<file path="src/rtl/smf_pkg.sv">
package smf_pkg;

  typedef enum logic [3:0] {
    KIND_OFF      = 4'd0,
    KIND_ON       = 4'd1,
    KIND_KEYPRESS = 4'd2,
    KIND_CONTROL  = 4'd3,
    KIND_PROGRAM  = 4'd4,
    KIND_CHANPRES = 4'd5,
    KIND_BEND     = 4'd6,
    KIND_TEMPO    = 4'd7,
    KIND_END      = 4'd8,
    KIND_DONE     = 4'd9,
    KIND_ERROR    = 4'd10
  } kind_e;

  typedef enum logic [17:0] {
    PH_MTHD      = 18'h00001,
    PH_HLEN      = 18'h00002,
    PH_FMT       = 18'h00004,
    PH_TRK       = 18'h00008,
    PH_DIV       = 18'h00010,
    PH_MTRK      = 18'h00020,
    PH_TLEN      = 18'h00040,
    PH_DELTA     = 18'h00080,
    PH_STATUS    = 18'h00100,
    PH_DATA1     = 18'h00200,
    PH_DATA2     = 18'h00400,
    PH_DATA_ONE  = 18'h00800,
    PH_META_TYPE = 18'h01000,
    PH_META_FIX  = 18'h02000,
    PH_META_VLEN = 18'h04000,
    PH_SKIP      = 18'h08000,
    PH_TEMPO     = 18'h10000,
    PH_SYSEX     = 18'h20000
  } phase_e;

  localparam logic [25:0] UsPerMinute = 26'd60000000;

  // one classified result going from front to back
  typedef struct packed {
    logic [3:0]  kind;
    logic [31:0] etime;
    logic [3:0]  chan;
    logic [7:0]  d1;
    logic [7:0]  d2;
    logic [23:0] tempo;
    logic        last;
  } cmd_t;

  typedef struct packed {
    logic [3:0]  event_kind;
    logic [31:0] event_time;
    logic [3:0]  channel;
    logic [7:0]  first_data;
    logic [7:0]  second_data;
    logic [25:0] tempo_bpm;
    logic        run_last;
  } result_t;

  typedef struct packed {
    logic [7:0] byte_in;
    logic       final_byte;
  } item_t;

endpackage

</file>
<file path="src/rtl/smf_stream_if.sv">
interface smf_stream_if #(parameter type payload_t = logic);
  logic     valid;
  logic     ready;
  payload_t payload;
  modport source (output valid, output payload, input ready);
  modport sink (input valid, input payload, output ready);
endinterface

</file>
<file path="src/rtl/smf_front.sv">
module smf_front (
  input  logic                clk_i,
  input  logic                rst_ni,
  input  logic                in_valid_i,
  output logic                in_ready_o,
  input  smf_pkg::item_t      in_item_i,
  output logic                cmd_valid_o,
  output smf_pkg::cmd_t [1:0] cmd_o,
  output logic                cmd_two_o,
  input  logic                cmd_space_i
);

  smf_pkg::phase_e phase_q, phase_d;
  logic [31:0] cnt_q, cnt_d, acc_q, acc_d, rtime_q, rtime_d;
  logic [7:0]  status_q, status_d, dhold_q, dhold_d;
  logic [23:0] tempo_q, tempo_d;
  logic [15:0] fmt_q, fmt_d, trk_q, trk_d;
  logic        halt_q, halt_d;
  logic [7:0]  b;
  logic        fin, fire;
  logic [1:0]  n;
  smf_pkg::cmd_t [1:0] c;

  assign in_ready_o = cmd_space_i;
  assign fire = in_valid_i && cmd_space_i;
  assign b = in_item_i.byte_in;
  assign fin = in_item_i.final_byte;

  // parse one byte
  always_comb begin
    logic [7:0] m;
    logic [7:0] flen;
    logic [31:0] nt;
    smf_pkg::cmd_t base;
    phase_d = phase_q; cnt_d = cnt_q; acc_d = acc_q; rtime_d = rtime_q;
    status_d = status_q; dhold_d = dhold_q; tempo_d = tempo_q;
    fmt_d = fmt_q; trk_d = trk_q; halt_d = halt_q;
    n = 2'd0;
    m = 8'h00; flen = 8'd1; nt = 32'd0;
    base = '0;
    c = '0;
    if (!halt_q) begin
      unique case (phase_q)
        smf_pkg::PH_MTHD, smf_pkg::PH_MTRK: begin
          case (cnt_q[1:0])
            2'd0: m = 8'h4d;
            2'd1: m = 8'h54;
            2'd2: m = (phase_q == smf_pkg::PH_MTHD) ? 8'h68 : 8'h72;
            default: m = (phase_q == smf_pkg::PH_MTHD) ? 8'h64 : 8'h6b;
          endcase
          if (b != m) begin
            halt_d = 1'b1; c[0].kind = smf_pkg::KIND_ERROR; n = 2'd1;
          end else if (cnt_q + 32'd1 >= 32'd4) begin
            phase_d = (phase_q == smf_pkg::PH_MTHD) ? smf_pkg::PH_HLEN : smf_pkg::PH_TLEN;
            cnt_d = '0; acc_d = '0;
          end else begin
            cnt_d = cnt_q + 32'd1;
          end
        end
        smf_pkg::PH_HLEN: begin
          acc_d = {acc_q[23:0], b};
          cnt_d = cnt_q + 32'd1;
          if (cnt_d >= 32'd4) begin
            if (acc_d != 32'd6) begin
              halt_d = 1'b1; c[0].kind = smf_pkg::KIND_ERROR; n = 2'd1;
            end else begin
              phase_d = smf_pkg::PH_FMT; cnt_d = '0; acc_d = '0;
            end
          end
        end
        smf_pkg::PH_FMT: begin
          fmt_d = {fmt_q[7:0], b};
          cnt_d = cnt_q + 32'd1;
          if (cnt_d >= 32'd2) begin
            phase_d = smf_pkg::PH_TRK; cnt_d = '0; acc_d = '0;
          end
        end
        smf_pkg::PH_TRK: begin
          trk_d = {trk_q[7:0], b};
          cnt_d = cnt_q + 32'd1;
          if (cnt_d >= 32'd2) begin
            phase_d = smf_pkg::PH_DIV; cnt_d = '0; acc_d = '0;
          end
        end
        smf_pkg::PH_DIV: begin
          cnt_d = cnt_q + 32'd1;
          if (cnt_d >= 32'd2) begin
            if (fmt_q == 16'd1 || fmt_q == 16'd2) begin
              halt_d = 1'b1; c[0].kind = smf_pkg::KIND_DONE; n = 2'd1;
            end else if (fmt_q != 16'd0 || trk_q != 16'd1) begin
              halt_d = 1'b1; c[0].kind = smf_pkg::KIND_ERROR; n = 2'd1;
            end else begin
              phase_d = smf_pkg::PH_MTRK; cnt_d = '0; acc_d = '0;
            end
          end
        end
        smf_pkg::PH_TLEN: begin
          cnt_d = cnt_q + 32'd1;
          if (cnt_d >= 32'd4) begin
            phase_d = smf_pkg::PH_DELTA; cnt_d = '0; acc_d = '0;
          end
        end
        smf_pkg::PH_DELTA: begin
          acc_d = {acc_q[24:0], 7'd0} + {25'd0, b[6:0]};
          cnt_d = 32'd1;
          if (!b[7]) begin
            rtime_d = rtime_q + acc_d;
            phase_d = smf_pkg::PH_STATUS; cnt_d = '0; acc_d = '0;
          end
        end
        smf_pkg::PH_STATUS: begin
          cnt_d = '0; acc_d = '0;
          if (b == 8'hff) phase_d = smf_pkg::PH_META_TYPE;
          else if (b == 8'hf0) phase_d = smf_pkg::PH_SYSEX;
          else if (b >= 8'h80 && b <= 8'hef) begin
            status_d = b;
            phase_d = (b >= 8'hc0 && b <= 8'hdf) ? smf_pkg::PH_DATA_ONE : smf_pkg::PH_DATA1;
          end else phase_d = smf_pkg::PH_DELTA;
        end
        smf_pkg::PH_DATA1: begin
          dhold_d = b; phase_d = smf_pkg::PH_DATA2;
        end
        smf_pkg::PH_DATA2, smf_pkg::PH_DATA_ONE: begin
          c[0].kind = {1'b0, status_q[6:4]};
          c[0].chan = status_q[3:0];
          c[0].d1 = (phase_q == smf_pkg::PH_DATA2) ? dhold_q : b;
          c[0].d2 = (phase_q == smf_pkg::PH_DATA2) ? b : 8'd0;
          n = 2'd1;
          phase_d = smf_pkg::PH_DELTA; cnt_d = '0; acc_d = '0;
        end
        smf_pkg::PH_META_TYPE: begin
          dhold_d = b;
          cnt_d = '0; acc_d = '0;
          if ((b >= 8'h01 && b <= 8'h09) || b == 8'h7f) phase_d = smf_pkg::PH_META_VLEN;
          else if (b == 8'h00 || b == 8'h2f || b == 8'h51 || b == 8'h54 ||
                   b == 8'h58 || b == 8'h59 || b == 8'h20 || b == 8'h21)
            phase_d = smf_pkg::PH_META_FIX;
          else begin
            halt_d = 1'b1; c[0].kind = smf_pkg::KIND_ERROR; n = 2'd1;
            cnt_d = cnt_q; acc_d = acc_q;
          end
        end
        smf_pkg::PH_META_FIX: begin
          case (dhold_q)
            8'h54: flen = 8'd5;
            8'h58: flen = 8'd4;
            8'h59: flen = 8'd2;
            default: flen = 8'd1;
          endcase
          if (dhold_q == 8'h2f) begin
            if (b == 8'h00) begin
              c[0].kind = smf_pkg::KIND_END; c[1].kind = smf_pkg::KIND_DONE;
              n = 2'd2; halt_d = 1'b1;
            end else begin
              halt_d = 1'b1; c[0].kind = smf_pkg::KIND_ERROR; n = 2'd1;
            end
          end else if (dhold_q == 8'h51) begin
            if (b == 8'h03) begin
              phase_d = smf_pkg::PH_TEMPO; cnt_d = '0; acc_d = '0; tempo_d = '0;
            end else begin
              halt_d = 1'b1; c[0].kind = smf_pkg::KIND_ERROR; n = 2'd1;
            end
          end else if ((dhold_q == 8'h00 && (b == 8'h00 || b == 8'h02)) ||
                       (dhold_q != 8'h00 && b == flen)) begin
            if (b == 8'h00) begin
              phase_d = smf_pkg::PH_DELTA; cnt_d = '0; acc_d = '0;
            end else begin
              phase_d = smf_pkg::PH_SKIP; cnt_d = {24'd0, b};
            end
          end else begin
            halt_d = 1'b1; c[0].kind = smf_pkg::KIND_ERROR; n = 2'd1;
          end
        end
        smf_pkg::PH_META_VLEN: begin
          nt = {acc_q[24:0], 7'd0} + {25'd0, b[6:0]};
          acc_d = nt;
          if (!b[7]) begin
            if (nt == 32'd0) begin
              phase_d = smf_pkg::PH_DELTA; cnt_d = '0; acc_d = '0;
            end else begin
              phase_d = smf_pkg::PH_SKIP; cnt_d = nt;
            end
          end
        end
        smf_pkg::PH_SKIP: begin
          if (cnt_q <= 32'd1) begin
            phase_d = smf_pkg::PH_DELTA; cnt_d = '0; acc_d = '0;
          end else cnt_d = cnt_q - 32'd1;
        end
        smf_pkg::PH_TEMPO: begin
          tempo_d = {tempo_q[15:0], b};
          cnt_d = cnt_q + 32'd1;
          if (cnt_d >= 32'd3) begin
            if (tempo_d == 24'd0) begin
              halt_d = 1'b1; c[0].kind = smf_pkg::KIND_ERROR; n = 2'd1;
            end else begin
              c[0].kind = smf_pkg::KIND_TEMPO; c[0].tempo = tempo_d; n = 2'd1;
              phase_d = smf_pkg::PH_DELTA; cnt_d = '0; acc_d = '0;
            end
          end
        end
        smf_pkg::PH_SYSEX: begin
          if (b == 8'hf7) begin
            phase_d = smf_pkg::PH_DELTA; cnt_d = '0; acc_d = '0;
          end
        end
        default: begin
          halt_d = 1'b1; c[0].kind = smf_pkg::KIND_ERROR; n = 2'd1;
        end
      endcase
      // end of data
      if (!halt_d && fin) begin
        base.kind = (phase_d == smf_pkg::PH_DELTA && cnt_d == 32'd0) ?
                    smf_pkg::KIND_DONE : smf_pkg::KIND_ERROR;
        if (n == 2'd0) c[0] = base;
        else c[1] = base;
        n = n + 2'd1;
        halt_d = 1'b1;
      end
      c[0].etime = rtime_d;
      c[1].etime = rtime_d;
      c[0].last = (n == 2'd1);
      c[1].last = 1'b1;
    end
  end

  assign cmd_valid_o = fire && (n != 2'd0);
  assign cmd_two_o = (n == 2'd2);
  assign cmd_o = c;

  // parser state
  always_ff @(posedge clk_i or negedge rst_ni) begin
    if (!rst_ni) begin
      phase_q <= smf_pkg::PH_MTHD;
      cnt_q <= '0; acc_q <= '0; rtime_q <= '0; status_q <= '0; dhold_q <= '0;
      tempo_q <= '0; fmt_q <= '0; trk_q <= '0; halt_q <= 1'b0;
    end else if (fire) begin
      phase_q <= phase_d;
      cnt_q <= cnt_d; acc_q <= acc_d; rtime_q <= rtime_d; status_q <= status_d;
      dhold_q <= dhold_d; tempo_q <= tempo_d; fmt_q <= fmt_d; trk_q <= trk_d;
      halt_q <= halt_d;
    end
  end

endmodule

</file>
<file path="src/rtl/smf_queue.sv">
module smf_queue (
  input  logic                clk_i,
  input  logic                rst_ni,
  input  logic                push_i,
  input  logic                two_i,
  input  smf_pkg::cmd_t [1:0] data_i,
  output logic                space_o,
  output logic                valid_o,
  output smf_pkg::cmd_t       data_o,
  input  logic                pop_i
);

  smf_pkg::cmd_t mem_q [4];
  logic [1:0] wp_q, rp_q;
  logic [2:0] cnt_q;
  logic [2:0] add;

  assign space_o = (cnt_q <= 3'd2);
  assign valid_o = (cnt_q != 3'd0);
  assign data_o = mem_q[rp_q];
  assign add = push_i ? (two_i ? 3'd2 : 3'd1) : 3'd0;

  // storage
  always_ff @(posedge clk_i) begin
    if (push_i) begin
      mem_q[wp_q] <= data_i[0];
      if (two_i) mem_q[wp_q + 2'd1] <= data_i[1];
    end
  end

  // pointers
  always_ff @(posedge clk_i or negedge rst_ni) begin
    if (!rst_ni) begin
      wp_q <= '0; rp_q <= '0; cnt_q <= '0;
    end else begin
      wp_q <= wp_q + add[1:0];
      if (pop_i) rp_q <= rp_q + 2'd1;
      cnt_q <= cnt_q + add - {2'd0, pop_i};
    end
  end

`ifndef SYNTH
  a_no_over: assert property (@(posedge clk_i) disable iff (!rst_ni)
    cnt_q <= 3'd4) else $error("queue overflow");
  a_pop_valid: assert property (@(posedge clk_i) disable iff (!rst_ni)
    pop_i |-> valid_o) else $error("pop of empty queue");
  a_push_space: assert property (@(posedge clk_i) disable iff (!rst_ni)
    push_i |-> space_o) else $error("push without space");
`endif

endmodule

</file>
<file path="src/rtl/smf_back.sv">
module smf_back (
  input  logic            clk_i,
  input  logic            rst_ni,
  input  logic            cmd_valid_i,
  input  smf_pkg::cmd_t   cmd_i,
  output logic            cmd_pop_o,
  output logic            out_valid_o,
  output smf_pkg::result_t out_o,
  input  logic            out_ready_i
);

  // restoring divider, one quotient bit a cycle
  logic        busy_q;
  logic [4:0]  step_q;
  logic [25:0] quo_q;
  logic [24:0] rem_q;
  logic [25:0] num_q;
  logic        ovalid_q;
  smf_pkg::result_t res_q;
  logic [25:0] trial;
  logic        take, is_tempo, load;

  assign is_tempo = (cmd_i.kind == smf_pkg::KIND_TEMPO);
  assign load = cmd_valid_i && !busy_q && (!ovalid_q || out_ready_i);
  assign cmd_pop_o = load && !is_tempo ||
                     busy_q && step_q == 5'd0 && (!ovalid_q || out_ready_i);
  assign trial = {rem_q, num_q[25]} - {2'd0, cmd_i.tempo};
  assign take = !trial[25];

  always_ff @(posedge clk_i) begin
    if (busy_q && step_q != 5'd0) begin
      rem_q <= take ? trial[24:0] : {rem_q[23:0], num_q[25]};
      num_q <= {num_q[24:0], 1'b0};
      quo_q <= {quo_q[24:0], take};
    end else if (load && is_tempo) begin
      rem_q <= '0; num_q <= smf_pkg::UsPerMinute; quo_q <= '0;
    end
    if (cmd_pop_o) begin
      res_q.event_kind  <= cmd_i.kind;
      res_q.event_time  <= cmd_i.etime;
      res_q.channel     <= cmd_i.chan;
      res_q.first_data  <= cmd_i.d1;
      res_q.second_data <= cmd_i.d2;
      res_q.tempo_bpm   <= busy_q ? quo_q : 26'd0;
      res_q.run_last    <= cmd_i.last;
    end
  end

  always_ff @(posedge clk_i or negedge rst_ni) begin
    if (!rst_ni) begin
      busy_q <= 1'b0; step_q <= '0; ovalid_q <= 1'b0;
    end else begin
      if (load && is_tempo) begin
        busy_q <= 1'b1; step_q <= 5'd26;
      end else if (busy_q && step_q != 5'd0) step_q <= step_q - 5'd1;
      else if (cmd_pop_o) busy_q <= 1'b0;
      if (cmd_pop_o) ovalid_q <= 1'b1;
      else if (out_ready_i) ovalid_q <= 1'b0;
    end
  end

  assign out_valid_o = ovalid_q;
  assign out_o = res_q;

`ifndef SYNTH
  a_busy_tempo: assert property (@(posedge clk_i) disable iff (!rst_ni)
    busy_q |-> cmd_valid_i && is_tempo) else $error("divider lost its item");
  a_hold: assert property (@(posedge clk_i) disable iff (!rst_ni)
    ovalid_q && !out_ready_i |=> ovalid_q && $stable(res_q)) else $error("result dropped");
  a_step: assert property (@(posedge clk_i) disable iff (!rst_ni)
    !busy_q |-> step_q == 5'd0) else $error("stray divider step");
`endif

endmodule

</file>
<file path="src/rtl/smf_track_event_parser.sv">
// ordinary events pass from the byte transfer through the result queue and the output register
// tempo results also wait for the 26-step serial divider
// throughput: one byte per cycle while the 4-entry result queue has room
// reset (async, active low) returns the parser to the file header magic
// and empties the queue and output register
module smf_track_event_parser (
  input logic clk_i,
  input logic rst_ni,
  smf_stream_if.sink   in_i,
  smf_stream_if.source out_o
);

  logic                cmd_valid, cmd_two, space, q_valid, pop;
  smf_pkg::cmd_t [1:0] cmd;
  smf_pkg::cmd_t       q_data;
  smf_pkg::result_t    res;

  smf_front u_front (
    .clk_i, .rst_ni,
    .in_valid_i(in_i.valid), .in_ready_o(in_i.ready), .in_item_i(in_i.payload),
    .cmd_valid_o(cmd_valid), .cmd_o(cmd), .cmd_two_o(cmd_two), .cmd_space_i(space)
  );

  smf_queue u_queue (
    .clk_i, .rst_ni, .push_i(cmd_valid), .two_i(cmd_two), .data_i(cmd),
    .space_o(space), .valid_o(q_valid), .data_o(q_data), .pop_i(pop)
  );

  smf_back u_back (
    .clk_i, .rst_ni, .cmd_valid_i(q_valid), .cmd_i(q_data), .cmd_pop_o(pop),
    .out_valid_o(out_o.valid), .out_o(res), .out_ready_i(out_o.ready)
  );

  assign out_o.payload = res;

endmodule

</file>
<file path="src/flat_wrapper.sv">
// flat-port wrapper written by rule: the top's interface ports become plain ports
module smf_track_event_parser_flat import smf_pkg::*;
  (clk_i, rst_ni, in_i_valid, in_i_payload, in_i_ready, out_o_valid, out_o_payload, out_o_ready);
  smf_stream_if #(.payload_t(item_t)) in_i_i ();
  smf_stream_if #(.payload_t(result_t)) out_o_i ();
  input logic clk_i;
  input logic rst_ni;
  input wire logic [$bits(in_i_i.valid)-1:0] in_i_valid;
  input wire logic [$bits(in_i_i.payload)-1:0] in_i_payload;
  output wire logic [$bits(in_i_i.ready)-1:0] in_i_ready;
  output wire logic [$bits(out_o_i.valid)-1:0] out_o_valid;
  output wire logic [$bits(out_o_i.payload)-1:0] out_o_payload;
  input wire logic [$bits(out_o_i.ready)-1:0] out_o_ready;
  assign in_i_i.valid = in_i_valid;
  assign in_i_i.payload = in_i_payload;
  assign in_i_ready = in_i_i.ready;
  assign out_o_valid = out_o_i.valid;
  assign out_o_payload = out_o_i.payload;
  assign out_o_i.ready = out_o_ready;
  smf_track_event_parser u_core (.clk_i(clk_i), .rst_ni(rst_ni), .in_i(in_i_i), .out_o(out_o_i));
endmodule
</file>
<file path="config.mk">
export PLATFORM = sky130hd
export DESIGN_NAME = smf_track_event_parser_flat
export DESIGN_NICKNAME = d
export VERILOG_FILES = /design/src/rtl/smf_pkg.sv /design/src/rtl/smf_stream_if.sv /design/src/rtl/smf_front.sv /design/src/rtl/smf_queue.sv /design/src/rtl/smf_back.sv /design/src/rtl/smf_track_event_parser.sv /design/src/flat_wrapper.sv
export SDC_FILE = /design/constraint.sdc
export NUM_CORES = 2
export LEC_CHECK = 0
export BUFFER_PORTS_ARGS = -buffer_cell sky130_fd_sc_hd__buf_4
export CAP_MARGIN = 20
export CORE_MARGIN = 4
export CORE_UTILIZATION = 53
export CTS_BUF_LIST = sky130_fd_sc_hd__clkbuf_4 sky130_fd_sc_hd__clkbuf_8 sky130_fd_sc_hd__clkbuf_16
export CTS_CLUSTER_DIAMETER = 150
export DETAILED_ROUTE_END_ITERATION = 7
export PLACE_DENSITY = 0.69
export SLEW_MARGIN = 20
export SYNTH_ARGS = -nofsm -noshare
export SYNTH_HDL_FRONTEND = slang
export SYNTH_HIERARCHICAL = 1
export SYNTH_SLANG_ARGS = --single-unit
</file>
<file path="constraint.sdc">
create_clock -name clk_i -period 12 [get_ports clk_i]
set_clock_uncertainty 0.2 [all_clocks]
set_input_delay 2.4 -clock clk_i [delete_from_list [all_inputs] [get_ports clk_i]]
set_output_delay 2.4 -clock clk_i [all_outputs]
set_load 0.02 [all_outputs]
</file>
==> out/metrics.csv <==
metric;value;unit
CTS tree;done;
max cap viols;0;
min cycle time layout;8.59;ns
sw frac;26.1;%
Clk Latency, worst-skew pair;0.63;ns
fmax;116;MHz
number of buffers added on ports;97;
Die Span Y;278;um
Yosys cell types;106;
RSZ-0062 raised after global routing;no;
DR vias/cell;6.29;
Max-slew headroom;23.0;%
Leakage Power;15.9;nW
layout cell share with drive strength beyond 1;21.2;%
HP Start;u_core/u_front/tempo_q[12]$_DFFE_PN0P_;
P_int;4.22;mW
Post-Synth Simple-Gate Area;14.3;%
post-synthesis average cell area;11.7;um^2
wire per inst;25.1;um
Post-Synthesis Cells;3299;
Worst Hold End;u_core/u_front/tempo_q[12]$_DFFE_PN0P_;
Root Buffer;clkbuf_16;
Ports;98;
clock sink count;661;
Critical Path End Type;register;
Initial Utilization;53.8;%
core footprint;71900;um^2
Yosys top cell by area;edfxtp_1;
Hold Crit Class;register to register;
vias in the first global route;26922;
power per cell area;136;nW/um^2
Synth Area in XOR/XNOR;1.97;%
Congestion Overflow GR;0;
Logic pwr share;14.0;%
final setup fails;0;
H-tree levels;3;
flops & latches, synth;661;
Flop pwr share;45.8;%
Slew Viols, Final;0;
WP data arrival;8.63;ns
Via Count;26998;
DRT Wirelength;108000;um
largest family of logic cells by synthesized area;multiplexers;
most frequent cell after synthesis;edfxtp_1;
Synth Area in Adders;2.26;%
overall power;5.70;mW
R2R Path End;u_core/u_queue/mem_q[3][71]$_DFFE_PP_;
pin count of the biggest net entering global routing;75;
Fin. Hold Viols;0;
DRT iter0 DRCs;2409;
GR Util All Layers;27.4;%
CP Max Fanout;49;
dpl hpwl;74400;um
Worst-path clk slew;0.06;ns
Seq/Total Area, Yosys;48.9;%
r2r startpoint;u_core/u_front/cnt_q[0]$_DFFE_PN0P_;
hold depth;2;
Synth area leaders;edfxtp_1 (37%), dfrtp_1 (12%), mux2_2 (5.4%);
Post-synth EDFFs;476;
Placed Instances;4157;
Final Non-Filler Cells;4295;
Antenna Violating Nets Remaining;0;
DRC errors left;0;
cts hold-fix bufs;0;
Worst R2R Path Depth;18;
mapped cell area;38700;um^2
die width;278;um
Ys Warns;6;
Max Root-Sink Buffers;3;
DRT Pass-1 Iters;6;
Util after Layout;58.5;%
Final #Nets;3364;
worst slack at placement;3.07;ns
crit share post-route;71.6;%
worst path required time;12.03;ns
reported net switching power;1.49;mW
Placement Rows;98;
Synth top area share;37.0;%
final setup margin;3.41;ns
initial antenna violation count;2;
post-synthesis mux area share;17.3;%
reg2reg setup slack;3.41;ns
GP Congestion;0.986;
first-pass GRT wire length;166000;um
commonest cells in the netlist;edfxtp_1 (476), nand2_1 (251), nor2_1 (210);
Worst-Margin Slew;1.14;ns
Crit Path Category;register to register;
Area Growth Syn to Fin;8.67;%
clock share of power;40.2;%
Setup Buffers After CTS;0;
Most used DFF post-synth;edfxtp_1;
Post-CTS Resized;0;
die area;77400;um^2
Max IR drop VDD;115;uV
status;completed;
CTS buffer count;74;
CP startpoint kind;register;
Crit. Startpoint;u_core/u_front/cnt_q[0]$_DFFE_PN0P_;
Compound-Gate Fraction of Synth Area;9.76;%
post-synthesis async set-or-reset flop share;28.0;%
TNS Setup;0;ns
## metrics by stage
stage / instance area, um^2 / hold WS [ns]
2_1_floorplan: 38800 / 0.253
3_3_place_gp: 39500 / 0.271
3_5_place_dp: 39500 / 0.283
4_1_cts: 42000 / 0.296
5_1_grt: 42000 / 0.316
6_report: 42000 / 0.292
## layout make-up
cell class                      instances  area [um^2]
Tap cell                              950         1190
Clock inverter                         40          412
Antenna cell                            1         2.50
Timing Repair Buffer                  150         1140
Inverter                               87          327
Fill cell                            5832        29800
Sequential cell                       661        18900
Clock buffer                           97         2070
Multi-Input combinational cell       2309        17900
## per-layer routing
| metal | track usage [%] | share of wire, % | wire, um |
|---|---|---|---|
| met5 | 0 | 0 | 0 |
| met3 | 3.36 | 5.2 | 5620 |
| met2 | 46.5 | 50 | 53500 |
| met4 | 10.5 | 4.1 | 4410 |
| met1 | 36.4 | 41 | 44300 |
## critical path, stage by stage (launching register included)
cell      delay (ns)
dfrtp_1         0.74
ha_1            0.84
and3_1          0.34
nand3_1         0.29
o21ai_0         0.32
o211ai_1        0.15
nor4_2          0.50
and4_1          0.60
o21ai_0         0.19
a21o_1          0.24
nor3_1          0.44
ha_1            0.24
nand2b_1        0.12
mux2i_1         0.07
a21oi_1         0.80
o21ai_0         0.58
nor2_4          0.32
buf_4           0.43
buf_4           0.68
## layout by cell type, fill, tap and decap left out, types with 45 or more instances in the layout
master / netlist / layout
a21oi_1: 158 / 158
and2_1: 76 / 76
buf_4: 87 / 148
clkbuf_16: 0 / 74
conb_1: 1 / 45
dfrtp_1: 184 / 182
edfxtp_1: 476 / 476
ha_1: 65 / 65
inv_1: 87 / 87
mux2_1: 106 / 106
mux2_2: 185 / 185
mux2_4: 80 / 80
mux4_2: 81 / 81
nand2_1: 251 / 250
nand3_1: 70 / 69
nor2_1: 210 / 206
nor3_1: 77 / 71
nor4_1: 68 / 66
o21ai_0: 147 / 147
xnor2_1: 54 / 54
## cells by family (layout without fill, tap and decap cells)
family	Yosys count	in the layout
simple gates	1033	1033
flops	661	661
compound gates	585	585
mux	491	491
buf+inv	373	374
xor+xnor	87	87
fa+ha+maj	68	68
other cells	1	46
## power by group through the flow
stage / clock network [mW] / logic, mW / registers (mW)
after floorplan: 0 / 0.557 / 2.67
after global placement: 0 / 0.790 / 2.67
after detailed placement: 0 / 0.801 / 2.67
after CTS: 2.34 / 0.805 / 2.62
after global routing: 2.44 / 0.865 / 2.63
final: 2.29 / 0.798 / 2.61
## worst max-delay path by stage
stage / end / slack, ns / cells past startpoint
global route: u_core/u_queue/mem_q[3][55]$_DFFE_PP_ / 2.87 / 18
CTS: u_core/u_queue/mem_q[3][55]$_DFFE_PP_ / 3.59 / 18
floorplan: u_core/u_queue/mem_q[2][0]$_DFFE_PP_ / 0.03 / 15
global placement: u_core/u_queue/mem_q[1][36]$_DFFE_PP_ / 3.17 / 16
finish: u_core/u_queue/mem_q[3][71]$_DFFE_PP_ / 3.41 / 18
detailed placement: u_core/u_queue/mem_q[3][66]$_DFFE_PP_ / 3.07 / 17
## flip-flops by register name, indices dropped and copies added (netlist names)
signal,flops
u_core/u_front/fmt_q,16
u_core/u_back/out_valid_o,1
u_core/u_queue/wp_q,2
u_core/u_queue/mem_q,324
u_core/u_front/status_q,7
u_core/u_front/halt_q,1
u_core/u_front/rtime_q,32
u_core/u_front/trk_q,16
u_core/u_front/dhold_q,8
u_core/u_back/step_q,5
u_core/u_front/acc_q,25
u_core/u_front/tempo_q,16
u_core/u_queue/cnt_q,3
u_core/u_back/num_q,18
u_core/u_back/busy_q,1
u_core/u_queue/rp_q,2
u_core/u_front/phase_q,18
u_core/u_back/rem_q,25
u_core/u_back/out_o,83
u_core/u_back/quo_q,26
u_core/u_front/cnt_q,32
(Power assumes the default switching activity.)
